File: src/rtl/pkvba_pkg.sv
// Shared types and constants of the paged KV block allocator.
// Holds command kinds, status codes, controller states and the
// command/status structures between controller and datapath. No dependencies.
`default_nettype none

package pkvba_pkg;

	localparam int MaxBlocks    = 256;
	localparam int MaxSlots     = 32;
	localparam int MaxBlockSize = 256;

	localparam int SlotW  = $clog2(MaxSlots);
	localparam int BlkW   = $clog2(MaxBlocks);
	localparam int CntW   = BlkW + 1;
	localparam int TblAw  = SlotW + BlkW;
	localparam int BsW    = $clog2(MaxBlockSize) + 1;
	localparam int EffSlW = SlotW + 1;

	typedef enum logic [2:0] {
		KIND_ACQUIRE = 3'd0,
		KIND_LOOKUP  = 3'd1,
		KIND_RESERVE = 3'd2,
		KIND_APPEND  = 3'd3,
		KIND_RELEASE = 3'd4,
		KIND_CANCEL  = 3'd5,
		KIND_CLEAR   = 3'd6
	} kind_t;

	typedef enum logic [2:0] {
		ST_OK        = 3'd0,
		ST_INVALID   = 3'd1,
		ST_DUPLICATE = 3'd2,
		ST_NO_SLOTS  = 3'd3,
		ST_NO_BLOCKS = 3'd4,
		ST_NOT_FOUND = 3'd5,
		ST_STALE     = 3'd6
	} status_t;

	typedef enum logic [1:0] {
		CFG_BLOCK_SIZE    = 2'd0,
		CFG_BLOCKS_IN_USE = 2'd1,
		CFG_SLOTS_IN_USE  = 2'd2
	} cfg_idx_t;

	typedef enum logic [1:0] {
		RF_NONE   = 2'd0,
		RF_HANDLE = 2'd1,
		RF_SPAN   = 2'd2
	} res_form_t;

	typedef enum logic [1:0] {
		DV_RESERVE = 2'd0,
		DV_APPEND  = 2'd1,
		DV_FIRST   = 2'd2
	} div_sel_t;

	typedef enum logic [3:0] {
		S_IDLE,
		S_DISPATCH,
		S_SCAN,
		S_SCAN_END,
		S_ACQ,
		S_HCHK,
		S_DIV_A,
		S_DIV_F,
		S_GCHK,
		S_GROW,
		S_RD_F,
		S_RD_L,
		S_REL,
		S_FIN
	} state_t;

	typedef struct packed {
		logic      in_take;
		logic      scan_step;
		logic      sel_found;
		logic      sel_free;
		logic      sel_handle;
		logic      acq_write;
		logic      div_start;
		div_sel_t  div_sel;
		logic      div_store_a;
		logic      div_store_f;
		logic      grow_start;
		logic      grow_step;
		logic      rel_start;
		logic      rel_step;
		logic      rel_finish;
		logic      clear_all;
		logic      rd_first;
		logic      rd_last;
		logic      cap_first;
		logic      res_load;
		res_form_t res_form;
		status_t   status;
		logic      len_update;
	} dp_cmd_t;

	typedef struct packed {
		logic [2:0] kind;
		logic       scan_hit;
		logic       scan_last;
		logic       found;
		logic       free_found;
		logic       hs_in_range;
		logic       handle_ok;
		logic       tc_zero;
		logic       len_ovf;
		logic       div_busy;
		logic       need_le_cnt;
		logic       need_fits;
		logic       grow_done;
		logic       rel_more;
		logic       rel_pending;
		logic       out_free;
	} dp_stat_t;

	typedef struct packed {
		status_t     status;
		logic [4:0]  slot;
		logic [31:0] generation;
		logic [31:0] span_tokens;
		logic [31:0] first_position;
		logic [7:0]  first_block;
		logic [7:0]  first_offset;
		logic [15:0] first_address;
		logic [7:0]  last_block;
		logic [7:0]  last_offset;
		logic [15:0] last_address;
	} res_t;

endpackage

`default_nettype wire

File: src/rtl/pkvba_ctrl.sv
// Controller state machine of the paged KV block allocator.
// Depends on pkvba_pkg; drives the datapath through dp_cmd_t and reads dp_stat_t.
`default_nettype none

module pkvba_ctrl (
	input  wire logic                clk,
	input  wire logic                arst_n,
	input  wire logic                in_valid,
	output logic                     in_ready,
	input  wire pkvba_pkg::dp_stat_t stat,
	output pkvba_pkg::dp_cmd_t       cmd
);
	import pkvba_pkg::*;

	state_t    state_q, state_d;
	status_t   st_q, st_d;
	res_form_t form_q, form_d;
	logic      is_append;

	assign is_append = (stat.kind == KIND_APPEND);

	always_ff @(posedge clk or negedge arst_n) begin
		if (!arst_n) begin
			state_q <= S_IDLE;
			st_q    <= ST_OK;
			form_q  <= RF_NONE;
		end else begin
			state_q <= state_d;
			st_q    <= st_d;
			form_q  <= form_d;
		end
	end

	always_comb begin
		state_d = state_q;
		st_d    = st_q;
		form_d  = form_q;
		unique case (state_q)
			S_IDLE: begin
				if (in_valid) state_d = S_DISPATCH;
			end
			S_DISPATCH: begin
				state_d = S_FIN;
				form_d  = RF_NONE;
				unique case (stat.kind)
					KIND_ACQUIRE, KIND_LOOKUP, KIND_CANCEL: state_d = S_SCAN;
					KIND_RESERVE, KIND_APPEND, KIND_RELEASE: begin
						if (stat.hs_in_range) state_d = S_HCHK;
						else st_d = ST_STALE;
					end
					KIND_CLEAR: st_d = ST_OK;
					default:    st_d = ST_INVALID;
				endcase
			end
			S_SCAN: begin
				if (stat.scan_hit || stat.scan_last) state_d = S_SCAN_END;
			end
			S_SCAN_END: begin
				state_d = S_FIN;
				form_d  = RF_NONE;
				unique case (stat.kind)
					KIND_ACQUIRE: begin
						if (stat.found) st_d = ST_DUPLICATE;
						else if (!stat.free_found) st_d = ST_NO_SLOTS;
						else state_d = S_ACQ;
					end
					KIND_LOOKUP: begin
						if (stat.found) begin
							st_d   = ST_OK;
							form_d = RF_HANDLE;
						end else begin
							st_d = ST_NOT_FOUND;
						end
					end
					default: begin
						if (stat.found) state_d = S_REL;
						else st_d = ST_NOT_FOUND;
					end
				endcase
			end
			S_ACQ: begin
				state_d = S_FIN;
				st_d    = ST_OK;
				form_d  = RF_HANDLE;
			end
			S_HCHK: begin
				state_d = S_FIN;
				form_d  = RF_NONE;
				st_d    = ST_OK;
				if (!stat.handle_ok) begin
					st_d = ST_STALE;
				end else begin
					unique case (stat.kind)
						KIND_RELEASE: state_d = S_REL;
						KIND_RESERVE: begin
							if (!stat.tc_zero) state_d = S_DIV_A;
						end
						default: begin
							if (stat.tc_zero) st_d = ST_OK;
							else if (stat.len_ovf) st_d = ST_INVALID;
							else state_d = S_DIV_A;
						end
					endcase
				end
			end
			S_DIV_A: begin
				if (!stat.div_busy) state_d = is_append ? S_DIV_F : S_GCHK;
			end
			S_DIV_F: begin
				if (!stat.div_busy) state_d = S_GCHK;
			end
			S_GCHK: begin
				form_d = RF_NONE;
				st_d   = ST_OK;
				priority if (stat.need_le_cnt) begin
					state_d = is_append ? S_RD_F : S_FIN;
				end else if (!stat.need_fits) begin
					state_d = S_FIN;
					st_d    = ST_NO_BLOCKS;
				end else begin
					state_d = S_GROW;
				end
			end
			S_GROW: begin
				if (stat.grow_done) state_d = is_append ? S_RD_F : S_FIN;
			end
			S_RD_F: state_d = S_RD_L;
			S_RD_L: begin
				state_d = S_FIN;
				st_d    = ST_OK;
				form_d  = RF_SPAN;
			end
			S_REL: begin
				if (!stat.rel_more && !stat.rel_pending) begin
					state_d = S_FIN;
					st_d    = ST_OK;
					form_d  = RF_NONE;
				end
			end
			S_FIN: begin
				if (stat.out_free) state_d = S_IDLE;
			end
			default: state_d = S_IDLE;
		endcase
	end

	always_comb begin
		cmd          = '0;
		cmd.div_sel  = DV_RESERVE;
		cmd.res_form = form_q;
		cmd.status   = st_q;
		in_ready     = 1'b0;
		unique case (state_q)
			S_IDLE: begin
				in_ready    = 1'b1;
				cmd.in_take = in_valid;
			end
			S_DISPATCH: begin
				cmd.clear_all  = (stat.kind == KIND_CLEAR);
				cmd.sel_handle = stat.hs_in_range && ((stat.kind == KIND_RESERVE) ||
					(stat.kind == KIND_APPEND) || (stat.kind == KIND_RELEASE));
			end
			S_SCAN: cmd.scan_step = 1'b1;
			S_SCAN_END: begin
				cmd.sel_free  = (stat.kind == KIND_ACQUIRE) && !stat.found &&
					stat.free_found;
				cmd.sel_found = stat.found && (stat.kind != KIND_ACQUIRE);
				cmd.rel_start = stat.found && (stat.kind == KIND_CANCEL);
			end
			S_ACQ: cmd.acq_write = 1'b1;
			S_HCHK: begin
				if (stat.handle_ok) begin
					unique case (stat.kind)
						KIND_RELEASE: cmd.rel_start = 1'b1;
						KIND_RESERVE: begin
							cmd.div_start = !stat.tc_zero;
							cmd.div_sel   = DV_RESERVE;
						end
						default: begin
							cmd.div_start = !stat.tc_zero && !stat.len_ovf;
							cmd.div_sel   = DV_APPEND;
						end
					endcase
				end
			end
			S_DIV_A: begin
				if (!stat.div_busy) begin
					cmd.div_store_a = 1'b1;
					cmd.div_start   = is_append;
					cmd.div_sel     = DV_FIRST;
				end
			end
			S_DIV_F: cmd.div_store_f = !stat.div_busy;
			S_GCHK:  cmd.grow_start  = !stat.need_le_cnt && stat.need_fits;
			S_GROW:  cmd.grow_step   = !stat.grow_done;
			S_RD_F:  cmd.rd_first    = 1'b1;
			S_RD_L: begin
				cmd.rd_last   = 1'b1;
				cmd.cap_first = 1'b1;
			end
			S_REL: begin
				cmd.rel_step   = stat.rel_more;
				cmd.rel_finish = !stat.rel_more && !stat.rel_pending;
			end
			S_FIN: begin
				cmd.res_load   = stat.out_free;
				cmd.len_update = stat.out_free && (form_q == RF_SPAN);
			end
			default: ;
		endcase
	end

endmodule

`default_nettype wire

File: config.mk
export PLATFORM = sky130hd
export DESIGN_NAME = pkvba_ctrl
export DESIGN_NICKNAME = d
export VERILOG_FILES = /design/src/rtl/pkvba_pkg.sv /design/src/rtl/pkvba_ctrl.sv
export SDC_FILE = /design/constraint.sdc
export NUM_CORES = 1
export LEC_CHECK = 0
export BUFFER_PORTS_ARGS = -buffer_cell sky130_fd_sc_hd__buf_2
export CAP_MARGIN = 20
export CORE_ASPECT_RATIO = 0.6
export CORE_MARGIN = 4
export CORE_UTILIZATION = 40
export CTS_CLUSTER_DIAMETER = 80
export DETAILED_ROUTE_END_ITERATION = 7
export PLACE_DENSITY = 0.75
export SLEW_MARGIN = 40
export SYNTH_ARGS = -nofsm -noshare
export SYNTH_HDL_FRONTEND = slang
export SYNTH_SLANG_ARGS = --single-unit
File: constraint.sdc
create_clock -name clk -period 2.1 [get_ports clk]
set_clock_uncertainty 0.2 [all_clocks]
set_input_delay 0.42 -clock clk [delete_from_list [all_inputs] [get_ports clk]]
set_output_delay 0.42 -clock clk [all_outputs]
set_load 0.005 [all_outputs]
==> results.txt <==
* Run status: complete, but fails checks
- The checks that failed: setup timing.
* Share of the synthesized area in the top cell type: 18.5%
- Across the run, the number of max-cap violations was 0.
* Final standard cell area without fillers: 0.00204 mm²
* Final period utilization: 107%
* Number of nets in the layout: 287
- In the final routed layout, each cell accounts on average for 15.6 µm.
- Dominant cell type by area after synthesis: sky130_fd_sc_hd__dfrtp_1
- Pre-CTS WS: -0.138 ns
* Clock tree from TritonCTS: yes
- I/O pin count: 49
- Leakage power total: 0.00101 µW
- In this run, synthesis inferred 0 flip-flops with an integrated enable.
- Hold Path Origin: form_q[1]
* Die X: 79.3 µm
- The number of max-slew violations in the final report is 0.
- Yosys reg bits: 9
- Core Area: 0.00289 mm²
* Portion of total power attributed to sequential cells: 12.1%
- Total DRC errors in the routed layout: 0
- A synthesized cell averages 6.89 µm².
* CP Data Required Time: 1.48 ns
* Diodes inserted: 0
* Relative contribution of the clock network to total power: 7.2%
* Path type of the worst setup path: flip-flop to output pin
- Worst min-delay path category: flip-flop to flip-flop
- Distinct cell type count of the synthesized netlist: 45
- The routed design could run at a clock period as short as 2.24 ns.
- Ranked by total cell area, the synthesized netlist is headed by sky130_fd_sc_hd__dfrtp_1, sky130_fd_sc_hd__nor2_1, sky130_fd_sc_hd__nand2b_1, sky130_fd_sc_hd__nor3_1, sky130_fd_sc_hd__o21ai_0.
- The via count of the first global-routing pass is 1,568.
* Share of power burned in combinational logic: 80.7%
- The first routing iteration left 151 violations.
* Reg-to-reg slack, setup: -0.04 ns
- Area Growth Syn to Fin: 67.8%
- Entering global routing, the biggest net connects 11 pins.
- Sw Share: 45.5%
- At the later pin of the worst-skew pair, clock insertion delay measures 0.23 ns.
- Sequential area share after synthesis: 18.5%
- CTS placed an instance of sky130_fd_sc_hd__clkbuf_8 at the clock tree root.
- Start point of the critical path: state_q[3]
- For this design the ratio of total power to cell area is 1330 mW/mm².
- STA puts the critical path data arrival time at 1.62 ns.
- The final hold violation count was 0.
- DRT Wirelength: 4800 µm
- In this run the deepest clock path goes through 2 buffers.
- For this run, asynchronously set or reset flops after synthesis account for 100%.
- For the pin with the worst max-slew slack, the measured transition is 0.369 ns.
- When the netlist entered floorplanning its net count stood at 198.
- Top FF cell, synth: sky130_fd_sc_hd__dfrtp_1
- In this run the power spent charging and discharging nets is 1240 µW.
* Ratio of routed vias to standard cells: 5.62
- For this configuration, the core starts out at a cell density of 42.2%.
* Detailed-routing iteration count for the pre-antenna-repair pass: 4
- Critical Path Sink Type: output pin
- Number of vias in the routed layout: 1,726
- After floorplanning, the core was divided into 15 placement rows.
- Setup repair after global routing could not meet its margin everywhere.
* First-pass GRT wire length: 7600 µm
- Remaining global-route overflow: 0
- Along the worst path, the maximum fanout reaches 8.
* H-tree levels: 1
- The cell count after synthesis came out at 177.
* Floorplan die area: 0.00402 mm²
* Finish-stage setup viols: 8
- Clock tree synthesis inserted a total of 3 buffers.
- Number of antenna violations at the first check in global routing: 0
- Based on the critical path, the design can be clocked at up to 447 MHz.
* Int Power: 1490 µW
* Max IR drop VDD: 0.000793 V
- After clock tree synthesis, the clock-pin slew on the worst setup and hold paths is 0.04 ns.
* Number of buffers inserted by port buffering: 48
- Sink Count: 9
- Antenna-violating nets left: 0
- Setup slack on the critical path of the routed design comes to -0.138 ns.
- The die is 50.8 µm tall.
- Synth warn: 0
- Startpoint class of the critical path: flip-flop
- Cells with a size suffix above 1 make up 50.6% of the layout.
- After synthesis the cells add up to 0.00122 mm².
* DP Area: 0.00181 mm²
* GRT Util Overall: 24.0%
* Fill count: 259
- Once detailed placement completed, the half-perimeter wirelength came to 3740 µm.
- Worst slew margin relative to its limit: 75.2%
- FF-to-FF Start: state_q[3]
- Final GP Congestion: 1.00
-- registers in the layout, summed over array words and instances, names as in the netlist --
register	cells
state_q	4
st_q	3
form_q	2
-- power by group through the flow --
| stage | registers, µW | clock network (µW) | logic (µW) |
|---|---|---|---|
| CTS | 322 | 201 | 1970 |
| global route | 337 | 218 | 2370 |
| finish | 329 | 197 | 2200 |
| detailed placement | 321 | 0 | 1860 |
| global placement | 319 | 0 | 1830 |
| floorplan | 308 | 0 | 1040 |
-- worst paths after layout --
| path | to | cells past startpoint |
|---|---|---|
| setup / recovery | cmd[23] | 5 |
| hold / removal | form_q[1] | 1 |
| setup reg to reg | state_q[2] | 6 |
| hold reg to reg | form_q[1] | 1 |
| max in group asynchronous | state_q[1] | 2 |
| min in group asynchronous | st_q[1] | 2 |
-- cells in the mapped netlist (3+ instances only) --
master                     count
sky130_fd_sc_hd__nand2_1       7
sky130_fd_sc_hd__nand3_1       8
sky130_fd_sc_hd__mux2_2        3
sky130_fd_sc_hd__and3b_1       4
sky130_fd_sc_hd__nand2b_1     12
sky130_fd_sc_hd__nor2_1       24
sky130_fd_sc_hd__dfrtp_1       9
sky130_fd_sc_hd__or3_1         4
sky130_fd_sc_hd__a21o_1        3
sky130_fd_sc_hd__a31oi_1       5
sky130_fd_sc_hd__o21ai_0      11
sky130_fd_sc_hd__a22oi_1       3
sky130_fd_sc_hd__nor4_1        3
sky130_fd_sc_hd__nor3_1       13
sky130_fd_sc_hd__inv_1         6
sky130_fd_sc_hd__clkbuf_1      9
sky130_fd_sc_hd__nor2b_1       6
sky130_fd_sc_hd__a21oi_1       9
sky130_fd_sc_hd__o22ai_1       4
-- layout by cell type, fill, tap and decap left out, types with 2 or more instances in the layout --
cell type	netlist	final
sky130_fd_sc_hd__nand3_1	8	6
sky130_fd_sc_hd__a21oi_1	9	8
sky130_fd_sc_hd__o22ai_1	4	4
sky130_fd_sc_hd__mux2_2	3	2
sky130_fd_sc_hd__nor3_1	13	9
sky130_fd_sc_hd__nor2_4	0	2
sky130_fd_sc_hd__o21ai_0	11	10
sky130_fd_sc_hd__nand2_1	7	7
sky130_fd_sc_hd__nand2b_4	0	2
sky130_fd_sc_hd__nor2b_4	0	2
sky130_fd_sc_hd__o21ai_1	1	2
sky130_fd_sc_hd__nor2_2	0	5
sky130_fd_sc_hd__nor3_2	0	4
sky130_fd_sc_hd__nor2_1	24	17
sky130_fd_sc_hd__or3_1	4	2
sky130_fd_sc_hd__buf_4	1	43
sky130_fd_sc_hd__or3_4	0	2
sky130_fd_sc_hd__dfrtp_1	9	7
sky130_fd_sc_hd__o31ai_1	2	2
sky130_fd_sc_hd__buf_2	2	48
sky130_fd_sc_hd__and3_1	2	2
sky130_fd_sc_hd__buf_12	0	2
sky130_fd_sc_hd__and3b_1	4	4
sky130_fd_sc_hd__a21o_1	3	3
sky130_fd_sc_hd__nand2b_1	12	10
sky130_fd_sc_hd__clkbuf_8	0	3
sky130_fd_sc_hd__nor4_1	3	3
sky130_fd_sc_hd__a22oi_1	3	3
sky130_fd_sc_hd__dfrtp_2	0	2
sky130_fd_sc_hd__buf_6	1	3
sky130_fd_sc_hd__a31oi_1	5	5
sky130_fd_sc_hd__inv_1	6	6
sky130_fd_sc_hd__nor2b_1	6	3
-- layout make-up --
class / instances / area, µm² / area share (%)
well taps: 42 / 52.6 / 2.57
multi-input cells: 149 / 1050 / 51.3
flip-flops and latches: 9 / 228 / 11.1
inverters: 6 / 22.5 / 1.10
clock buffers: 4 / 45.0 / 2.20
repair buffers: 97 / 647 / 31.6
-- through the flow --
step | power, µW | utilization [%] | std cells | setup TNS (ns) | hold WS (ns)
after floorplan | 1350 | - | 177 | 0 | -0.0756
after global placement | 2150 | 62.6 | 298 | -0.192 | 0.0756
after detailed placement | 2180 | 62.6 | 298 | -0.235 | 0.0792
after CTS | 2490 | 66.9 | 304 | -0.522 | 0.296
after global routing | 2930 | 70.7 | 307 | -1.42 | 0.314
final | 2730 | 70.7 | 307 | -0.395 | 0.300
-- routing by layer --
metal | routed length (µm) | global-route usage (%) | vias to the layer above
li1 | - | - | 834
met2 | 2080 | 35.1 | 91
met3 | 607 | 6.63 | 4
met4 | 21 | 5.43 | 0
met1 | 2090 | 34.6 | 797
met5 | 0 | 0 | -
-- cell families (layout without fill, tap and decap cells) --
| group | count (synthesis) | count (layout) | share of synthesized area, % |
|---|---|---|---|
| AOI/OAI and AO/OA | 49 | 49 | 27.3 |
| buffers and inverters | 19 | 107 | 6.98 |
| DFF | 9 | 9 | 18.5 |
| muxes | 3 | 3 | 2.77 |
| and+or+nand+nor | 97 | 97 | 44.5 |
-- critical path, cell delays in order (launching register included) --
cell and delay (ns):
sky130_fd_sc_hd__dfrtp_1 0.42, sky130_fd_sc_hd__or2_4 0.26, sky130_fd_sc_hd__buf_12 0.14, sky130_fd_sc_hd__or3_4 0.37
sky130_fd_sc_hd__nor2_2 0.08, sky130_fd_sc_hd__buf_2 0.11
-- what timing repair did --
action,in CTS,in global routing
cloned,0,0
setup endpoints to repair,16,23
hold buffers,1,0
resized for setup,16,24
endpoints found under the hold margin,9,0
setup buffers,1,3
pin swaps,6,3
No activity file was read; power rests on OpenSTA's default activity.
